`src/hdl/cta_pkg.sv`:
```
package cta_pkg;

  // Default sizing of the sensor table
  localparam int NUM_SENSORS_DEF     = 38;
  localparam int BYTES_PER_FRAME_DEF = 8;

  // Field widths
  localparam int ID_W      = 29;
  localparam int TEMP_W    = 8;
  localparam int TIME_W    = 32;
  localparam int PERIOD_W  = 16;
  localparam int PAYLOAD_W = 64;
  localparam int ROW_W     = 3;
  localparam int ADDR_W    = 4;
  localparam int DATA_W    = 32;

  // Identifier offsets above base_id
  localparam int LAST_OFFSET = 6;
  localparam int DATA_FRAMES = 5;

  // Register reset values
  localparam logic [ID_W-1:0]     BASE_ID_RST   = '0;
  localparam logic [TEMP_W-1:0]   OVERTEMP_RST  = 8'd65;
  localparam logic [PERIOD_W-1:0] PERIOD_RST    = 16'd100;
  localparam logic [PERIOD_W-1:0] DELAY_RST     = '0;

  // Neutral values for the running min / max
  localparam logic [TEMP_W-1:0] TEMP_MIN_NONE = '1;
  localparam logic [TEMP_W-1:0] TEMP_MAX_NONE = '0;

  // Register indexes
  localparam logic [1:0] REG_BASE_ID        = 2'd0;
  localparam logic [1:0] REG_OVERTEMP_LIMIT = 2'd1;
  localparam logic [1:0] REG_REQUEST_PERIOD = 2'd2;
  localparam logic [1:0] REG_INITIAL_DELAY  = 2'd3;

  typedef enum logic [1:0] {
    ST_IDLE,
    ST_SCAN,
    ST_MERGE
  } state_t;

  typedef struct packed {
    logic                 mode;
    logic [ID_W-1:0]      frame_id;
    logic [PAYLOAD_W-1:0] payload;
    logic [TIME_W-1:0]    now_time;
  } item_t;

  typedef struct packed {
    logic              accepted;
    logic [TEMP_W-1:0] max_temp;
    logic [TEMP_W-1:0] min_temp;
    logic              request_now;
    logic              error_code;
  } result_t;

  // Control from the sequencer to every lane
  typedef struct packed {
    logic wr_en;
    logic clear_acc;
    logic scan_en;
  } lane_ctrl_t;

  // Partial scan result of one lane
  typedef struct packed {
    logic [TEMP_W-1:0] hi;
    logic [TEMP_W-1:0] lo;
  } lane_res_t;

endpackage

```
`src/hdl/cta_lane.sv`:
```
module cta_lane
  import cta_pkg::*;
#(
  parameter int NUM_SENSORS     = NUM_SENSORS_DEF,
  parameter int BYTES_PER_FRAME = BYTES_PER_FRAME_DEF,
  parameter int LANE            = 0
) (
  input  logic              clk,
  input  logic              rst,
  input  lane_ctrl_t        ctrl,
  input  logic [ROW_W-1:0]  wr_row,
  input  logic [TEMP_W-1:0] wr_data,
  output logic [TEMP_W-1:0] head,
  output lane_res_t         res
);

  localparam int ROWS = (NUM_SENSORS + BYTES_PER_FRAME - 1) / BYTES_PER_FRAME;

  // Column of slots LANE, LANE+B, LANE+2B, ...; slots past the table stay zero
  logic [TEMP_W-1:0] col [ROWS];
  lane_res_t         acc;

  // Column store: row write on a data frame, full rotation during the scan
  always_ff @(posedge clk) begin
    if (rst) begin
      for (int r = 0; r < ROWS; r++) begin
        col[r] <= '0;
      end
    end else if (ctrl.scan_en) begin
      for (int r = 0; r < ROWS - 1; r++) begin
        col[r] <= col[r+1];
      end
      col[ROWS-1] <= col[0];
    end else if (ctrl.wr_en) begin
      for (int r = 0; r < ROWS; r++) begin
        if ((int'(wr_row) == r) && (r * BYTES_PER_FRAME + LANE < NUM_SENSORS)) begin
          col[r] <= wr_data;
        end
      end
    end
  end

  // Running max and nonzero min over the rotating head entry
  always_ff @(posedge clk) begin
    if (rst) begin
      acc.hi <= TEMP_MAX_NONE;
      acc.lo <= TEMP_MIN_NONE;
    end else if (ctrl.clear_acc) begin
      acc.hi <= TEMP_MAX_NONE;
      acc.lo <= TEMP_MIN_NONE;
    end else if (ctrl.scan_en) begin
      if (col[0] > acc.hi) begin
        acc.hi <= col[0];
      end
      if ((col[0] != '0) && (col[0] < acc.lo)) begin
        acc.lo <= col[0];
      end
    end
  end

  assign head = col[0];
  assign res  = acc;

endmodule

```
`src/hdl/cta_merge.sv`:
```
module cta_merge
  import cta_pkg::*;
#(
  parameter int BYTES_PER_FRAME = BYTES_PER_FRAME_DEF
) (
  input  lane_res_t         lanes [BYTES_PER_FRAME],
  input  logic [TEMP_W-1:0] slot0,
  output lane_res_t         merged
);

  // Combine lane partials; an empty slot 0 pins the minimum to zero
  always_comb begin
    logic [TEMP_W-1:0] hi;
    logic [TEMP_W-1:0] lo;
    hi = TEMP_MAX_NONE;
    lo = TEMP_MIN_NONE;
    for (int j = 0; j < BYTES_PER_FRAME; j++) begin
      if (lanes[j].hi > hi) begin
        hi = lanes[j].hi;
      end
      if (lanes[j].lo < lo) begin
        lo = lanes[j].lo;
      end
    end
    merged.hi = hi;
    merged.lo = (slot0 == '0) ? '0 : lo;
  end

endmodule

```
`src/hdl/cell_temperature_aggregator_top.sv`:
```
// Cell temperature aggregator. Each transfer on the item channel is either a
// received CAN frame (mode 0) or a time tick (mode 1), and each gives exactly
// one result. A frame 1 to 5 ids above base_id writes its payload bytes into
// one row of the sensor table; 6 above is accepted without a write. Every
// accepted frame rescans the table: one lane per payload byte holds a column
// of the table and rotates it past a max / nonzero-min unit, one row per
// cycle, through the scan state for the row count of the lane columns and
// then the merge state. Ticks and out-of-range frames skip the scan and
// load their result register in the cycle of their transfer. The
// overtemperature check on a tick compares the limit with the stored
// maximum. The table is cleared by reset; no clearing pass is needed.
// Registers: base_id at 0x0, overtemp_limit at 0x4, request_period at 0x8,
// initial_delay at 0xC (a write also reloads the next request time).
module cell_temperature_aggregator_top
  import cta_pkg::*;
#(
  parameter int NUM_SENSORS     = NUM_SENSORS_DEF,
  parameter int BYTES_PER_FRAME = BYTES_PER_FRAME_DEF
) (
  input  logic              clk,
  input  logic              rst,
  input  logic              item_valid,
  output logic              item_ready,
  input  item_t             item,
  output logic              result_valid,
  input  logic              result_ready,
  output result_t           result,
  input  logic              psel,
  input  logic              penable,
  input  logic              pwrite,
  input  logic [ADDR_W-1:0] paddr,
  input  logic [DATA_W-1:0] pwdata,
  output logic [DATA_W-1:0] prdata,
  output logic              pready
);

  localparam int ROWS = (NUM_SENSORS + BYTES_PER_FRAME - 1) / BYTES_PER_FRAME;
  localparam int RW   = (ROWS > 1) ? $clog2(ROWS) : 1;

  // Configuration registers
  logic [ID_W-1:0]     base_id;
  logic [TEMP_W-1:0]   overtemp_limit;
  logic [PERIOD_W-1:0] request_period;
  logic [PERIOD_W-1:0] initial_delay;

  // Block state
  state_t            state, state_next;
  logic [RW-1:0]     cnt;
  logic [TEMP_W-1:0] highest;
  logic [TEMP_W-1:0] lowest;
  logic [TIME_W-1:0] next_req_time;
  logic              err_latch;

  logic              cfg_wr;
  logic [1:0]        cfg_idx;
  logic              item_xfer;
  logic [ID_W:0]     id_diff;
  logic              in_range;
  logic              is_data;
  logic [ROW_W-1:0]  wr_row;
  logic              req;
  logic              err_set;
  logic              result_load;
  result_t           result_next;
  lane_ctrl_t        lane_ctrl;
  lane_res_t         lane_res [BYTES_PER_FRAME];
  lane_res_t         merged;
  logic [TEMP_W-1:0] slot0;

  // Configuration port
  assign pready  = 1'b1;
  assign cfg_idx = paddr[ADDR_W-1:2];
  assign cfg_wr  = psel && penable && pwrite;

  always_ff @(posedge clk) begin
    if (rst) begin
      base_id        <= BASE_ID_RST;
      overtemp_limit <= OVERTEMP_RST;
      request_period <= PERIOD_RST;
      initial_delay  <= DELAY_RST;
    end else if (cfg_wr) begin
      case (cfg_idx)
        REG_BASE_ID:        base_id        <= pwdata[ID_W-1:0];
        REG_OVERTEMP_LIMIT: overtemp_limit <= pwdata[TEMP_W-1:0];
        REG_REQUEST_PERIOD: request_period <= pwdata[PERIOD_W-1:0];
        REG_INITIAL_DELAY:  initial_delay  <= pwdata[PERIOD_W-1:0];
        default: ;
      endcase
    end
  end

  always_comb begin
    case (cfg_idx)
      REG_BASE_ID:        prdata = DATA_W'(base_id);
      REG_OVERTEMP_LIMIT: prdata = DATA_W'(overtemp_limit);
      REG_REQUEST_PERIOD: prdata = DATA_W'(request_period);
      REG_INITIAL_DELAY:  prdata = DATA_W'(initial_delay);
      default:            prdata = '0;
    endcase
  end

  // Frame id decode, no wrap below base_id
  assign id_diff  = {1'b0, item.frame_id} - {1'b0, base_id};
  assign in_range = !id_diff[ID_W] && (id_diff != '0)
                    && (id_diff <= (ID_W+1)'(LAST_OFFSET));
  assign is_data  = id_diff <= (ID_W+1)'(DATA_FRAMES);
  assign wr_row   = id_diff[ROW_W-1:0] - ROW_W'(1);

  // Tick decode
  assign req     = item.now_time > next_req_time;
  assign err_set = req && (highest > overtemp_limit);

  assign item_xfer = item_valid && item_ready;

  // Next state
  always_comb begin
    state_next = state;
    case (state)
      ST_IDLE: begin
        if (item_xfer && !item.mode && in_range) begin
          state_next = ST_SCAN;
        end
      end
      ST_SCAN: begin
        if (cnt == RW'(ROWS - 1)) begin
          state_next = ST_MERGE;
        end
      end
      ST_MERGE: state_next = ST_IDLE;
      default:  state_next = ST_IDLE;
    endcase
  end

  // Outputs and control
  always_comb begin
    item_ready          = 1'b0;
    lane_ctrl           = '0;
    result_load         = 1'b0;
    result_next         = '0;
    result_next.max_temp = highest;
    result_next.min_temp = lowest;
    result_next.error_code = err_latch;
    case (state)
      ST_IDLE: begin
        item_ready = !result_valid || result_ready;
        if (item_xfer) begin
          if (item.mode) begin
            result_load             = 1'b1;
            result_next.request_now = req;
            result_next.error_code  = err_latch || err_set;
          end else if (in_range) begin
            lane_ctrl.clear_acc = 1'b1;
            lane_ctrl.wr_en     = is_data;
          end else begin
            result_load = 1'b1;
          end
        end
      end
      ST_SCAN: begin
        lane_ctrl.scan_en = 1'b1;
      end
      ST_MERGE: begin
        result_load          = 1'b1;
        result_next.accepted = 1'b1;
        result_next.max_temp = merged.hi;
        result_next.min_temp = merged.lo;
      end
      default: ;
    endcase
  end

  // Sequencer and row counter
  always_ff @(posedge clk) begin
    if (rst) begin
      state <= ST_IDLE;
      cnt   <= '0;
    end else begin
      state <= state_next;
      if (state == ST_SCAN) begin
        cnt <= cnt + RW'(1);
      end else begin
        cnt <= '0;
      end
    end
  end

  // Scan results, request timer and error latch
  always_ff @(posedge clk) begin
    if (rst) begin
      highest       <= '0;
      lowest        <= '0;
      next_req_time <= TIME_W'(DELAY_RST);
      err_latch     <= 1'b0;
    end else begin
      if (state == ST_MERGE) begin
        highest <= merged.hi;
        lowest  <= merged.lo;
      end
      if (cfg_wr && (cfg_idx == REG_INITIAL_DELAY)) begin
        next_req_time <= TIME_W'(pwdata[PERIOD_W-1:0]);
      end else if (item_xfer && item.mode && req) begin
        next_req_time <= next_req_time + TIME_W'(request_period);
      end
      if (item_xfer && item.mode && err_set) begin
        err_latch <= 1'b1;
      end
    end
  end

  // Result register
  always_ff @(posedge clk) begin
    if (rst) begin
      result_valid <= 1'b0;
    end else if (result_load) begin
      result_valid <= 1'b1;
    end else if (result_ready) begin
      result_valid <= 1'b0;
    end
  end

  always_ff @(posedge clk) begin
    if (result_load) begin
      result <= result_next;
    end
  end

  // One lane per payload byte
  for (genvar j = 0; j < BYTES_PER_FRAME; j++) begin : g_lane
    if (j == 0) begin : g_head
      cta_lane #(
        .NUM_SENSORS     (NUM_SENSORS),
        .BYTES_PER_FRAME (BYTES_PER_FRAME),
        .LANE            (j)
      ) u_lane (
        .clk     (clk),
        .rst     (rst),
        .ctrl    (lane_ctrl),
        .wr_row  (wr_row),
        .wr_data (item.payload[TEMP_W*j +: TEMP_W]),
        .head    (slot0),
        .res     (lane_res[j])
      );
    end else begin : g_body
      cta_lane #(
        .NUM_SENSORS     (NUM_SENSORS),
        .BYTES_PER_FRAME (BYTES_PER_FRAME),
        .LANE            (j)
      ) u_lane (
        .clk     (clk),
        .rst     (rst),
        .ctrl    (lane_ctrl),
        .wr_row  (wr_row),
        .wr_data (item.payload[TEMP_W*j +: TEMP_W]),
        .head    (),
        .res     (lane_res[j])
      );
    end
  end

  cta_merge #(
    .BYTES_PER_FRAME (BYTES_PER_FRAME)
  ) u_merge (
    .lanes  (lane_res),
    .slot0  (slot0),
    .merged (merged)
  );

endmodule

```
`config.mk`:
```
export PLATFORM = sky130hd
export DESIGN_NAME = cell_temperature_aggregator_top
export DESIGN_NICKNAME = d
export VERILOG_FILES = /design/src/hdl/cta_pkg.sv /design/src/hdl/cta_lane.sv /design/src/hdl/cta_merge.sv /design/src/hdl/cell_temperature_aggregator_top.sv
export SDC_FILE = /design/constraint.sdc
export NUM_CORES = 1
export LEC_CHECK = 0
export BUFFER_PORTS_ARGS = -buffer_cell sky130_fd_sc_hd__buf_2
export CORE_ASPECT_RATIO = 0.5
export CORE_UTILIZATION = 35
export DETAILED_ROUTE_END_ITERATION = 8
export GPL_ROUTABILITY_DRIVEN = 0
export HOLD_SLACK_MARGIN = 0.12
export PLACE_DENSITY = 0.62
export SYNTH_ARGS = -nofsm -noshare
export SYNTH_HDL_FRONTEND = slang
export SYNTH_HIERARCHICAL = 1
export SYNTH_SLANG_ARGS = --single-unit
```
`constraint.sdc`:
```
create_clock -name clk -period 23.9 [get_ports clk]
set_input_delay 7.17 -clock clk [delete_from_list [all_inputs] [get_ports clk]]
set_output_delay 7.17 -clock clk [all_outputs]
set_load 0.02 [all_outputs]
```
==> results by group <==
Timing
  – Fmax: 63.1 MHz
  – Final Hold Vio Count: 0
  – RSZ-0062 raised after global routing: no
  – Least-Margin Pin Slew: 1.23 ns
  – Final worst path period need: 15.84 ns
  – Max Slew Vio Count: 0
  – TNS Setup: 0 ns
  – Post-route setup slack: 8.06 ns
  – Final Setup Violations: 0
  – Slew headroom: 17.0%
  – Max Clock Skew: 0.0576 ns
  – Fin crit share: 66.3%

Power
  – Pleak: 17.4 nW
  – Sw frac: 23.6%
  – Overall power: 0.00226 W
  – Power Dens Cells: 57.0 nW/um2
  – Worst ir drop on vdd: 0.0000563 V
  – Combinational Power Share: 6.8%
  – Switch Pwr: 0.000533 W
  – Pint: 0.00172 W
  – Clock share of power: 43.9%
  – Sequential share of power: 49.3%

Placement
  – Dpl hpwl: 68400 um
  – I/O Buffers: 213
  – Worst slack, placed: 8.06 ns

Drt
  – Pre-antenna DRT Iters: 6
  – 1st-iter DRT viols: 2407
  – Drt via density: 5.31
  – Residual DRC: 0
  – Drt wl/cell: 17.1 um
  – Final WL: 92700 um
  – Vias: 28800
  – Post-route ant nets: 0

Run status
  – Status: complete, no violations

Critical path
  – Critical path endpoint category: primary output
  – WP data required: 16.73 ns
  – Critical path arrival: 8.67 ns
  – Critical Path Start Type: input port
  – WS Path Type: input port to primary output
  – Maximum fanout along the worst path: 36

Yosys
  – Mean Syn Cell Area: 9.03 um2
  – Netlist Area Pre-Place: 35100 um2
  – Yosys warns: 6
  – Mapped Cells: 3887

Clock network
  – Setup bufs post-CTS: 0
  – PostCTS Resize Cnt: 0
  – Clock latency at the later pin of the worst-skew pair: 0.67 ns
  – Clock H-tree levels: 2
  – Num CTS Buffers: 57
  – Root Driver: clkbuf_16
  – CTS Sinks: 591
  – Post-CTS Hold Fix Bufs: 0
  – CTS tree: built
  – Clk slew on worst S/H paths: 0.06 ns
  – Clk buf depth: 3

GRT
  – GRT Total Usage: 17.7%
  – Number of global-route vias before repair: 27200
  – Wire length of the first global-routing pass: 146000 um
  – Antenna violations before repair: 3
  – Largest net degree at the start of global routing: 89
  – GRT overflow: 0

Floorplan
  – Die Area: 102000 um2
  – Ports: 223
  – Die width: 450 um
  – Starting Density: 35.6%
  – Die Y: 226 um
  – Core footprint: 98600 um2
  – Num rows: 81

Final layout
  – Final nets: 4534
  – Filler cells: 9687
  – Area delta synth->final: 12.7%
  – Share of cells above drive strength 1: 11.5%
  – Util after Layout: 40.1%
  – Most frequent cells in the layout: 861 x nand2_1, 339 x edfxtp_1, 307 x ha_1, 306 x inv_1, 252 x dfxtp_1
  – Most common cell after layout, fill and taps aside: nand2_1

Min path
  – Worst hold path type: register to register

Job
  – Max_cap viols: 0
state kept, by name (all words and copies together), names as in the netlist:
name	count
err_latch	1
result_valid	1
g_lane.g_body.u_lane/col	280
base_id	29
highest	8
initial_delay	16
result	19
state	2
lowest	8
request_period	16
cnt	3
next_req_time	32
g_lane.g_head.u_lane/res	16
overtemp_limit	8
g_lane.g_body.u_lane/res	112
g_lane.g_head.u_lane/col	40
final cells by class:
type	instances	area [um2]	share of cell area (%)
inverter	307	1150	2.91
clock inverter	35	523	1.32
antenna	2	5.00	0.0126
timing repair buffer	263	1440	3.65
tap	1328	1660	4.20
multi-input combinational	2835	18100	45.6
clock buffer	72	1510	3.82
sequential	591	15200	38.5
path summary, 6_finish.rpt:
check	from	end	slack [ns]	cells past startpoint
worst max register to register	g_lane[0].g_head.u_lane/res[9]$_SDFFE_PP0P_	result[15]$_DFFE_PP_	8.51	57
worst min-delay path	initial_delay[12]$_SDFFE_PP0P_	initial_delay[12]$_SDFFE_PP0P_	0.45	2
worst max-delay path	paddr[2]	prdata[1]	8.06	3
worst min register to register	initial_delay[12]$_SDFFE_PP0P_	initial_delay[12]$_SDFFE_PP0P_	0.45	2
metrics by stage:
stage	instances	hold WS, ns	area (um2)
final	5433	0.454	39600
after global routing	5432	0.476	39600
after CTS	5431	0.455	39600
after detailed placement	5324	0.445	37500
after global placement	5324	0.429	37500
after floorplan	3889	0.417	35100
critical path: stages:
cell,delay (ns)
buf_2,0.63
mux4_2,0.66
buf_2,0.19
power by group through the flow:
stage / registers [W] / logic, W / clock network (W)
after global placement: 0.00113 / 0.000149 / 0
after CTS: 0.00111 / 0.000154 / 0.00101
after detailed placement: 0.00114 / 0.000153 / 0
final: 0.00111 / 0.000154 / 0.000989
after floorplan: 0.00113 / 0.0000948 / 0
after global routing: 0.00111 / 0.000170 / 0.00105
layer usage:
metal	vias up	routed length (um)	global-route usage (%)
li1	14200	-	-
met1	13800	42300	23.9
met2	720	43800	29.6
met3	132	4780	2.42
met4	2	1830	4.49
met5	-	11	0
Note: power is estimated with default switching activity, not from simulation.
